--- src/hw/rtl/websocket_frame_deframer_defines.svh ---
// assertion macros for the websocket frame deframer
// used by websocket_frame_deframer.sv; expects clk and rst in scope
`ifndef WEBSOCKET_FRAME_DEFRAMER_DEFINES_SVH
`define WEBSOCKET_FRAME_DEFRAMER_DEFINES_SVH

// condition holds in the same cycle
`define WSD_ASSERT_NOW(label, ante, cons) \
  label: assert property (@(posedge clk) disable iff (rst) (ante) |-> (cons)) \
    else $error("wsd check failed");

// condition holds in the following cycle
`define WSD_ASSERT_NEXT(label, ante, cons) \
  label: assert property (@(posedge clk) disable iff (rst) (ante) |=> (cons)) \
    else $error("wsd check failed");

`endif

--- src/hw/rtl/wsd_pkg.sv ---
// shared types and constants for the websocket frame deframer
// no dependencies
package wsd_pkg;

  localparam logic [3:0] OP_CLOSE = 4'h8;
  localparam logic [3:0] OP_PING  = 4'h9;

  localparam logic [6:0] LEN7_EXT16 = 7'd126;
  localparam logic [6:0] LEN7_EXT64 = 7'd127;

  localparam logic [1:0] ST_OK          = 2'd0;
  localparam logic [1:0] ST_UNSUPPORTED = 2'd1;
  localparam logic [1:0] ST_TRUNCATED   = 2'd2;

  localparam logic [1:0] RP_NONE  = 2'd0;
  localparam logic [1:0] RP_PONG  = 2'd1;
  localparam logic [1:0] RP_CLOSE = 2'd2;

  typedef struct packed {
    logic [7:0] payload_byte;
    logic       byte_valid;
    logic       frame_end;
    logic [3:0] frame_opcode;
    logic [1:0] status;
    logic [1:0] reply_kind;
  } result_t;

endpackage

--- src/hw/rtl/websocket_frame_deframer.sv ---
// websocket frame deframer: one frame byte in, at most one result out per transfer
// a result is registered into the output register, or into the skid register while the output is stalled
// throughput: one byte per cycle while in_stall is low; a skid register absorbs one result under output stall
// in_stall rises only while the skid register is occupied
// reset (rst, synchronous) empties both output registers and waits for a header byte
`include "websocket_frame_deframer_defines.svh"

module websocket_frame_deframer (
  input  logic       clk,
  input  logic       rst,
  input  logic       in_valid,
  output logic       in_stall,
  input  logic [7:0] frame_byte,
  input  logic       buffer_last,
  output logic       out_valid,
  input  logic       out_stall,
  output logic [7:0] payload_byte,
  output logic       byte_valid,
  output logic       frame_end,
  output logic [3:0] frame_opcode,
  output logic [1:0] status,
  output logic [1:0] reply_kind
);

  typedef enum logic [3:0] {
    PH_HDR0, PH_LEN, PH_EXTHI, PH_EXTLO,
    PH_KEY0, PH_KEY1, PH_KEY2, PH_KEY3,
    PH_DATA, PH_DRAIN
  } phase_t;

  phase_t               phase, phase_next;
  logic [3:0]           opcode, opcode_next;
  logic                 masked, masked_next;
  logic [15:0]          length, length_next;
  logic [3:0][7:0]      key_bytes, key_bytes_next;
  logic [15:0]          index, index_next;

  wsd_pkg::result_t     res, out_res, skid_res;
  logic                 res_fire;
  logic                 skid_valid;
  logic                 accept;
  logic                 hdr_done, hdr_cut;
  logic [7:0]           data_byte;

  assign in_stall = skid_valid;
  assign accept   = in_valid && !skid_valid;

  always_comb begin
    phase_next     = phase;
    opcode_next    = opcode;
    masked_next    = masked;
    length_next    = length;
    key_bytes_next = key_bytes;
    index_next     = index;
    hdr_done       = 1'b0;
    hdr_cut        = 1'b0;
    res_fire       = 1'b0;
    res            = '0;
    data_byte      = frame_byte ^ (masked ? key_bytes[index[1:0]] : 8'h00);

    case (phase)
      PH_HDR0: begin
        opcode_next    = frame_byte[3:0];
        masked_next    = 1'b0;
        length_next    = '0;
        key_bytes_next = '0;
        index_next     = '0;
        phase_next     = PH_LEN;
        hdr_cut        = 1'b1;
      end
      PH_LEN: begin
        masked_next = frame_byte[7];
        if (frame_byte[6:0] == wsd_pkg::LEN7_EXT64) begin
          length_next = '0;
          phase_next  = buffer_last ? PH_HDR0 : PH_DRAIN;
          res_fire    = 1'b1;
          res.frame_end = 1'b1;
          res.status    = wsd_pkg::ST_UNSUPPORTED;
        end else if (frame_byte[6:0] == wsd_pkg::LEN7_EXT16) begin
          phase_next = PH_EXTHI;
          hdr_cut    = 1'b1;
        end else begin
          length_next = {9'd0, frame_byte[6:0]};
          if (frame_byte[7]) begin
            phase_next = PH_KEY0;
            hdr_cut    = 1'b1;
          end else begin
            hdr_done = 1'b1;
          end
        end
      end
      PH_EXTHI: begin
        length_next = {frame_byte, 8'h00};
        phase_next  = PH_EXTLO;
        hdr_cut     = 1'b1;
      end
      PH_EXTLO: begin
        length_next = {length[15:8], frame_byte};
        if (masked) begin
          phase_next = PH_KEY0;
          hdr_cut    = 1'b1;
        end else begin
          hdr_done = 1'b1;
        end
      end
      PH_KEY0: begin
        key_bytes_next[0] = frame_byte;
        phase_next        = PH_KEY1;
        hdr_cut           = 1'b1;
      end
      PH_KEY1: begin
        key_bytes_next[1] = frame_byte;
        phase_next        = PH_KEY2;
        hdr_cut           = 1'b1;
      end
      PH_KEY2: begin
        key_bytes_next[2] = frame_byte;
        phase_next        = PH_KEY3;
        hdr_cut           = 1'b1;
      end
      PH_KEY3: begin
        key_bytes_next[3] = frame_byte;
        hdr_done          = 1'b1;
      end
      PH_DATA: begin
        index_next       = index + 16'd1;
        res_fire         = 1'b1;
        res.payload_byte = data_byte;
        res.byte_valid   = 1'b1;
        if (index_next >= length) begin
          phase_next    = buffer_last ? PH_HDR0 : PH_DRAIN;
          res.frame_end = 1'b1;
        end else if (buffer_last) begin
          phase_next    = PH_HDR0;
          res.frame_end = 1'b1;
          res.status    = wsd_pkg::ST_TRUNCATED;
        end
      end
      default: begin
        // drain: skip what is left of the buffer
        if (buffer_last) begin
          phase_next = PH_HDR0;
        end
      end
    endcase

    // buffer ran out inside the header
    if (hdr_cut && buffer_last) begin
      phase_next    = PH_HDR0;
      res_fire      = 1'b1;
      res.frame_end = 1'b1;
      res.status    = wsd_pkg::ST_TRUNCATED;
    end

    if (hdr_done) begin
      index_next = '0;
      if (length_next == 16'd0) begin
        phase_next    = buffer_last ? PH_HDR0 : PH_DRAIN;
        res_fire      = 1'b1;
        res.frame_end = 1'b1;
      end else if (buffer_last) begin
        phase_next    = PH_HDR0;
        res_fire      = 1'b1;
        res.frame_end = 1'b1;
        res.status    = wsd_pkg::ST_TRUNCATED;
      end else begin
        phase_next = PH_DATA;
      end
    end

    res.frame_opcode = opcode_next;
    res.reply_kind   = wsd_pkg::RP_NONE;
    if (res.frame_end && res.status != wsd_pkg::ST_UNSUPPORTED) begin
      if (opcode_next == wsd_pkg::OP_PING) begin
        res.reply_kind = wsd_pkg::RP_PONG;
      end else if (opcode_next == wsd_pkg::OP_CLOSE) begin
        res.reply_kind = wsd_pkg::RP_CLOSE;
      end
    end
  end

  always_ff @(posedge clk) begin
    if (rst) begin
      phase      <= PH_HDR0;
      opcode     <= '0;
      masked     <= 1'b0;
      length     <= '0;
      key_bytes  <= '0;
      index      <= '0;
      out_valid  <= 1'b0;
      skid_valid <= 1'b0;
    end else begin
      if (accept) begin
        phase     <= phase_next;
        opcode    <= opcode_next;
        masked    <= masked_next;
        length    <= length_next;
        key_bytes <= key_bytes_next;
        index     <= index_next;
      end
      if (out_valid && out_stall) begin
        // output held: park a new result in the skid register
        if (accept && res_fire) begin
          skid_valid <= 1'b1;
          skid_res   <= res;
        end
      end else if (skid_valid) begin
        out_valid  <= 1'b1;
        out_res    <= skid_res;
        skid_valid <= 1'b0;
      end else begin
        out_valid <= accept && res_fire;
        out_res   <= res;
      end
    end
  end

  assign payload_byte = out_res.payload_byte;
  assign byte_valid   = out_res.byte_valid;
  assign frame_end    = out_res.frame_end;
  assign frame_opcode = out_res.frame_opcode;
  assign status       = out_res.status;
  assign reply_kind   = out_res.reply_kind;

  `WSD_ASSERT_NOW(a_skid_behind_out, skid_valid, out_valid)
  `WSD_ASSERT_NOW(a_empty_result_ends, out_valid && !byte_valid,
    frame_end && payload_byte == 8'h00)
  `WSD_ASSERT_NOW(a_status_on_end, out_valid && status != wsd_pkg::ST_OK, frame_end)
  `WSD_ASSERT_NOW(a_reply_on_end, out_valid && reply_kind != wsd_pkg::RP_NONE,
    frame_end && status != wsd_pkg::ST_UNSUPPORTED)
  `WSD_ASSERT_NEXT(a_skid_drains, skid_valid && !out_stall, !skid_valid)

endmodule
--- config.mk ---
export PLATFORM = sky130hd
export DESIGN_NAME = websocket_frame_deframer
export DESIGN_NICKNAME = d
export VERILOG_FILES = /design/src/hw/rtl/wsd_pkg.sv /design/src/hw/rtl/websocket_frame_deframer.sv
export VERILOG_INCLUDE_DIRS = /design/src /design/src/hw/rtl
export SDC_FILE = /design/constraint.sdc
export NUM_CORES = 1
export LEC_CHECK = 0
export BUFFER_PORTS_ARGS = -buffer_cell sky130_fd_sc_hd__buf_2
export CAP_MARGIN = 10
export CORE_MARGIN = 2
export CORE_UTILIZATION = 25
export CTS_CLUSTER_SIZE = 24
export DETAILED_ROUTE_END_ITERATION = 12
export GPL_TIMING_DRIVEN = 0
export PLACE_DENSITY = 0.48
export SYNTH_ARGS = -nofsm -noshare
export SYNTH_HDL_FRONTEND = slang
export SYNTH_SLANG_ARGS = --single-unit
--- constraint.sdc ---
create_clock -name clk -period 5.89 [get_ports clk]
set_input_delay 0 -clock clk [delete_from_list [all_inputs] [get_ports clk]]
set_output_delay 0 -clock clk [all_outputs]
set_load 0.02 [all_outputs]
==> flow_metrics.env, run 1 <==
export IMPL_async_reset_ff_frac=0
export IMPL_cpPeakStageDelay_ps=650
export IMPL_synth_cells=624
export IMPL_drive_gt1_frac=0.119
export IMPL_final_min_clock_period_ps=4240
export IMPL_cp_slowest_cell="nor3_1"
export IMPL_clock_skew_ps=11.3
export IMPL_portBuffers=30
export IMPL_cts_tree="done"
export IMPL_drv_cap=0
export IMPL_yosysSeqAreaShare=0.453
export IMPL_yosys_register_bits=111
export IMPL_htreeDepth=3
export IMPL_setup_tns_ps=0
export IMPL_p_leak_nw=2.34
export IMPL_synth_nets=654
export IMPL_syn_avg_cell_area_um2=9.13
export IMPL_post_route_util=0.292
export IMPL_track_usage=0.144
export IMPL_start_kind="register"
export IMPL_start_util=0.253
export IMPL_yosys_area_top_type_share=0.264
export IMPL_die_width_um=155
export IMPL_required_ps=5980
export IMPL_dp_hpwl_mm=12.3
export IMPL_grt_pass1_vias=4634
export IMPL_dp_slack_ps=1660
export IMPL_ant_nets=0
export IMPL_worstPathArrival_ps=4330
export IMPL_final_cells=960
export IMPL_cts_clk_slew_worst_paths_ps=80
export IMPL_numClockSinks=111
export IMPL_fin_nets=700
export IMPL_crit_type="reg -> reg"
export IMPL_yosys_area_top_type="dfxtp_1"
export IMPL_rsz0062_at_grt="no"
export IMPL_vias_per_cell=5.09
export IMPL_status="finished, final reports clean"
export IMPL_n_antenna_cell=0
export IMPL_pin_count=33
export IMPL_antenna_found_initial=0
export IMPL_holdWs_ps=70.5
export IMPL_vias=4885
export IMPL_synth_edf_count=36
export IMPL_crit_path_cell_trace="buf_2 -> nand3_1 -> nor3_1 -> nand3_1 -> nor2_1 -> xor2_1 -> ha_1 -> a21oi_1 -> o21ai_0 -> o21a_1 -> a21oi_1 -> o21ai_0 -> a21oi_4 -> o41ai_1"
export IMPL_crit_family="compound AO/OA/AOI/OAI gates"
export IMPL_gp_congestion=0.881
export IMPL_drt_total_wl_mm=16.9
export IMPL_clkLatencyLatePin_ps=360
export IMPL_crit_path_end_kind="register"
export IMPL_grt_max_degree=20
export IMPL_synthTopCellsByArea="dfxtp_1, edfxtp_1, a22oi_1"
export IMPL_final_setup_worst_slack_ps=1650
export IMPL_final_cell_mix="nor2_1, dfxtp_1, nand2_1"
export IMPL_critPathBufInv=1
export IMPL_crit_path_max_fanout=10
export IMPL_yosysUniqueCellTypes=56
export IMPL_reg2reg_slack_ps=1650
export IMPL_fmax_mhz=236
export IMPL_syn_area_mm2=0.00570
export IMPL_worst_pin_slew_ps=1300
export IMPL_final_common_cell="nor2_1"
export IMPL_hold_viol=0
export IMPL_grt_first_pass_wirelength_mm=26.8
export IMPL_yosysWarnings=0
export IMPL_core_area_mm2=0.0225
export IMPL_maxSlewViolCount=0
export IMPL_drt_iter0_drc=414
export IMPL_relSlewSlack=0.124
export IMPL_ys_flop_type="dfxtp_1"
export IMPL_period_share=0.720
export IMPL_synthToLayoutAreaGrowth_pct=15.3
export IMPL_cts_root_buf="clkbuf_16"
export IMPL_dp_cells=941
export IMPL_setup_viol=0
export IMPL_powerDensity_mw_per_mm2=247
export IMPL_min_path_type="in -> reg"
export IMPL_irDropWorstVdd_v=0.000156
export IMPL_die_h_um=155
export IMPL_dr_pass1_iters=5
export IMPL_routedWlPerCell_um=17.6
export IMPL_drc=0
export IMPL_cts_buffers=9
export IMPL_clock_path_buffers=2
export IMPL_die_area_mm2=0.0240
export IMPL_rows=55
export IMPL_grt_overflow_total=0
where the power goes:
| part | switching, mW | total, mW | leakage, nW | internal [mW] |
|---|---|---|---|---|
| Clock | 0.303 | 0.623 | 0.152 | 0.320 |
| Sequential | 0.00635 | 0.813 | 0.960 | 0.806 |
| Combinational | 0.132 | 0.186 | 1.23 | 0.0535 |
| Total | 0.442 | 1.62 | 2.34 | 1.18 |
what timing repair did:
| item | CTS | global route |
|---|---|---|
| buffers inserted | 0 | 0 |
| endpoints found under the hold margin | 2 | 0 |
| hold buffers | 3 | 0 |
| resized for setup | 0 | 0 |
worst paths after layout:
kind,startpoint,cells past startpoint,endpoint
setup / recovery,index[1]$_SDFFE_PP0P_,14,reply_kind[1]$_DFFE_PP_
hold reg to reg,key_bytes[5]$_SDFFE_PP0P_,2,key_bytes[5]$_SDFFE_PP0P_
setup reg to reg,index[1]$_SDFFE_PP0P_,14,reply_kind[1]$_DFFE_PP_
hold / removal,frame_byte[6],3,key_bytes[6]$_SDFFE_PP0P_
through the flow:
step / power, mW / cell area (um^2)
after floorplan: 0.949 / 5700
after global placement: 1.01 / 6200
after detailed placement: 1.01 / 6240
after CTS: 1.64 / 6570
after global routing: 1.68 / 6570
final: 1.62 / 6570
cell type report:
| type | instances | area [um^2] |
|---|---|---|
| well taps | 285 | 357 |
| flip-flops and latches | 111 | 2580 |
| clock inverters | 6 | 50.0 |
| fillers | 2384 | 15900 |
| clock buffers | 10 | 250 |
| multi-input cells | 446 | 2870 |
| inverters | 23 | 86.3 |
| repair buffers | 35 | 199 |
| plain buffers | 44 | 173 |
cells by family after synthesis:
logic type,Yosys count,synth area share
multiplexers,19,0.0527
adder cells (fa/ha/maj),17,0.0373
buffers and inverters,67,0.0455
AO/OA/AOI/OAI,150,0.177
flip-flops,111,0.453
XOR/XNOR,22,0.0338
AND/OR/NAND/NOR,238,0.200
sequential cells by signal (all words and copies together), names as in the netlist, 4 cells and up:
name / flops
key_bytes: 32
length: 16
opcode: 4
index: 16
payload_byte: 8
frame_opcode: 4
skid_res: 18
phase: 4
Yosys cell counts, drive strengths merged, types with 9 or more instances:
| cell type | instances |
|---|---|
| a21oi | 41 |
| a22oi | 43 |
| and3 | 9 |
| clkbuf | 36 |
| dfxtp | 75 |
| edfxtp | 36 |
| ha | 17 |
| inv | 23 |
| nand2 | 53 |
| nand2b | 9 |
| nand3 | 18 |
| nor2 | 86 |
| nor3 | 23 |
| nor4 | 9 |
| o21ai | 24 |
| o31ai | 9 |
| xor2 | 16 |
tightest hold or removal path, stage by stage:
cell and delay [ps]:
buf_2 200, nand3_1 110, a21oi_1 60
routing by layer:
metal / vias to the layer above / track usage / share of wire / wire length, um
met3: 22 / 0.0217 / 0.049 / 827
met5: - / 0 / 0 / 0
met4: 0 / 0.0428 / 0.017 / 289
met2: 140 / 0.233 / 0.46 / 7750
met1: 2359 / 0.198 / 0.48 / 8080
li1: 2364 / - / - / -
Power figures use the tool's default switching activity.
==> inputs of run 2 (changes only) <==
--- a/config.mk
+++ b/config.mk
@@ -6,6 +6,7 @@
 export SDC_FILE = /design/constraint.sdc
 export NUM_CORES = 1
 export LEC_CHECK = 0
+export ABC_AREA = 1
 export BUFFER_PORTS_ARGS = -buffer_cell sky130_fd_sc_hd__buf_2
 export CAP_MARGIN = 10
 export CORE_MARGIN = 2
==> constraint.sdc (replaced) <==
create_clock -name clk -period 4.4 [get_ports clk]
set_input_delay 0 -clock clk [delete_from_list [all_inputs] [get_ports clk]]
set_output_delay 0 -clock clk [all_outputs]
set_load 0.02 [all_outputs]
==> run 2 against run 1 <==
Against the previous run:
- die area up 6.0%
- utilization is 0.25 points higher
- non-clock buffer count shrank 12
- clock power is 33% higher
- synthesized cell count increased by 35%
- via count is 15% higher
- cell count rose by 26%
- critical path type unchanged
- hold slack lost 49 ps
==> flow_metrics.env, run 2 <==
export IMPL_vias_per_cell=4.62
export IMPL_final_common_cell="nand2_1"
export IMPL_pin_count=33
export IMPL_synth_cells=843
export IMPL_yosys_area_top_type="dfxtp_1"
export IMPL_power_total_mw=2.54
export IMPL_critPathBufInv=4
export IMPL_ant_nets=0
export IMPL_setup_tns_ps=0
export IMPL_drt_met1_wl_mm=8.92
export IMPL_vias=5607
export IMPL_start_kind="register"
export IMPL_grt_pass1_vias=5158
export IMPL_largest_register="key_bytes"
export IMPL_cts_tree="done"
export IMPL_cp_common_cell="nand3_1"
export IMPL_p_leak_nw=2.95
export IMPL_relSlewSlack=0.405
export IMPL_cts_setup_buffers=0
export IMPL_syn_area_mm2=0.00605
export IMPL_required_ps=4530
export IMPL_grt_max_degree=22
export IMPL_die_h_um=160
export IMPL_drive_gt1_frac=0.0962
export IMPL_clock_skew_ps=11.7
export IMPL_async_reset_ff_frac=0
export IMPL_die_area_mm2=0.0254
export IMPL_yosysUniqueCellTypes=36
export IMPL_drc=0
export IMPL_cpPeakStageDelay_ps=560
export IMPL_wl_met2_mm=8.11
export IMPL_drv_cap=0
export IMPL_cp_slowest_cell="dfxtp_1"
export IMPL_met3_length_um=815
export IMPL_powerDensity_mw_per_mm2=366
export IMPL_setup_viol=0
export IMPL_clkLatencyLatePin_ps=360
export IMPL_dp_hpwl_mm=13.4
export IMPL_ys_flop_type="dfxtp_1"
export IMPL_largest_reg_flops=32
export IMPL_start_util=0.256
export IMPL_yosys_register_bits=111
export IMPL_yosysMostFrequentCell="nand2_1"
export IMPL_htreeDepth=3
export IMPL_drt_iter0_drc=395
export IMPL_synth_edf_count=36
export IMPL_track_usage=0.143
export IMPL_fmax_mhz=249
export IMPL_gp_congestion=0.849
export IMPL_clock_path_buffers=2
export IMPL_syn_avg_cell_area_um2=7.17
export IMPL_antenna_found_initial=0
export IMPL_worst_pin_slew_ps=892
export IMPL_cts_clk_slew_worst_paths_ps=80
export IMPL_numClockSinks=111
export IMPL_synthToLayoutAreaGrowth_pct=15.0
export IMPL_yosysSeqAreaShare=0.427
export IMPL_dr_pass1_iters=5
export IMPL_fin_nets=919
export IMPL_crit_type="reg -> reg"
export IMPL_irDropWorstVdd_v=0.000194
export IMPL_status="finished, final reports clean"
export IMPL_rows=56
export IMPL_synth_nets=873
export IMPL_die_width_um=160
export IMPL_maxSlewViolCount=0
export IMPL_cts_root_buf="clkbuf_16"
export IMPL_crit_path_cell_trace="ha_1 -> nand2_1 -> inv_1 -> nand3_1 -> nor2_1 -> nand3_1 -> inv_1 -> nand3_1 -> nor4_1 -> xor2_1 -> ha_1 -> nand2_1 -> inv_1 -> nand3_1 -> inv_1 -> a21oi_1 -> nand3_1 -> a211oi_1 -> nand2_2 -> nand4_1 -> nand2_1"
export IMPL_period_share=0.911
export IMPL_drt_total_wl_mm=18.0
export IMPL_portBuffers=28
export IMPL_synthTopCellsByArea="dfxtp_1, edfxtp_1, nand2_1"
export IMPL_crit_path_max_fanout=10
export IMPL_netlist_top_cells_count="nand2_1, inv_1, a21oi_1"
export IMPL_grt_overflow_total=0
export IMPL_min_path_type="in -> reg"
export IMPL_core_area_mm2=0.0236
export IMPL_crit_family="simple AND/OR/NAND/NOR gates"
export IMPL_n_antenna_cell=0
export IMPL_routedWlPerCell_um=14.9
export IMPL_cts_buffers=9
export IMPL_yosys_area_top_type_share=0.248
export IMPL_grt_first_pass_wirelength_mm=28.7
export IMPL_worstPathArrival_ps=4140
export IMPL_yosysWarnings=0
export IMPL_rsz0062_at_grt="no"
export IMPL_hold_viol=0
export IMPL_largestRegisters="key_bytes (32), skid_res (18)"
export IMPL_highest_layer="met4"
export IMPL_crit_path_end_kind="register"
export IMPL_final_min_clock_period_ps=4010
export IMPL_final_cell_mix="nand2_1, inv_1, a21oi_1"
[run 2: final timing paths]
check                                                start                    endpoint  slack (ps)  cells past startpoint
worst min register to register  key_bytes[22]$_SDFFE_PP0P_  key_bytes[22]$_SDFFE_PP0P_         460                      2
worst min-delay path                         frame_byte[6]  key_bytes[30]$_SDFFE_PP0P_          20                      3
worst max register to register       index[1]$_SDFFE_PP0P_     reply_kind[1]$_DFFE_PP_         390                     21
worst max-delay path                 index[1]$_SDFFE_PP0P_     reply_kind[1]$_DFFE_PP_         390                     21
[run 2: report_power, final]
group | internal [mW] | leakage [nW] | switching [mW]
registers | 1.13 | 0.949 | 0.0404
clock network | 0.403 | 0.147 | 0.428
logic | 0.167 | 1.86 | 0.380
[run 2: repair_timing]
action,4_1_cts,5_1_grt
hold endpoints to repair,22,0
gates resized for setup,0,1
setup endpoints to repair,0,2
hold buffers,7,0
[run 2: logic make-up after synthesis]
group,count (synthesis),share of synthesized area
AOI/OAI and AO/OA,203,0.181
xor gates and xnor gates,10,0.0145
adders and majority gates,17,0.0352
buffers and inverters,142,0.0925
DFF,111,0.427
and+or+nand+nor,360,0.250
[run 2: area by class of cell]
class	instances	area, um^2
Fill cell	2601	16700
Multi-Input combinational cell	590	2910
Sequential cell	111	2580
Inverter	110	413
Tap cell	319	399
Clock buffer	9	225
Timing Repair Buffer	35	210
Buffer	32	146
Clock inverter	7	65.1
[run 2: worst min-delay path, delay by kind of cell]
| family | cells | cell delay (ps) |
|---|---|---|
| AO/OA/AOI/OAI | 1 | 60 |
| AND/OR/NAND/NOR | 1 | 100 |
| buffers and inverters | 1 | 190 |
[run 2: per-stage QoR]
step	cells	worst slack (ps)	util	hold WS, ps	cell area, um^2
after global placement	1190	422	0.279	338	6590
after floorplan	843	1230	-	149	6050
after global routing	1213	47.9	0.294	42.0	6950
after CTS	1213	370	0.294	13.0	6950
final	1213	391	0.294	21.5	6950
after detailed placement	1190	389	0.279	340	6590
[run 2: metal layers]
layer	up-vias	GRT usage
li1	2869	-
met1	2589	0.201
met2	137	0.228
met3	12	0.0216
met4	0	0.0360
met5	-	0
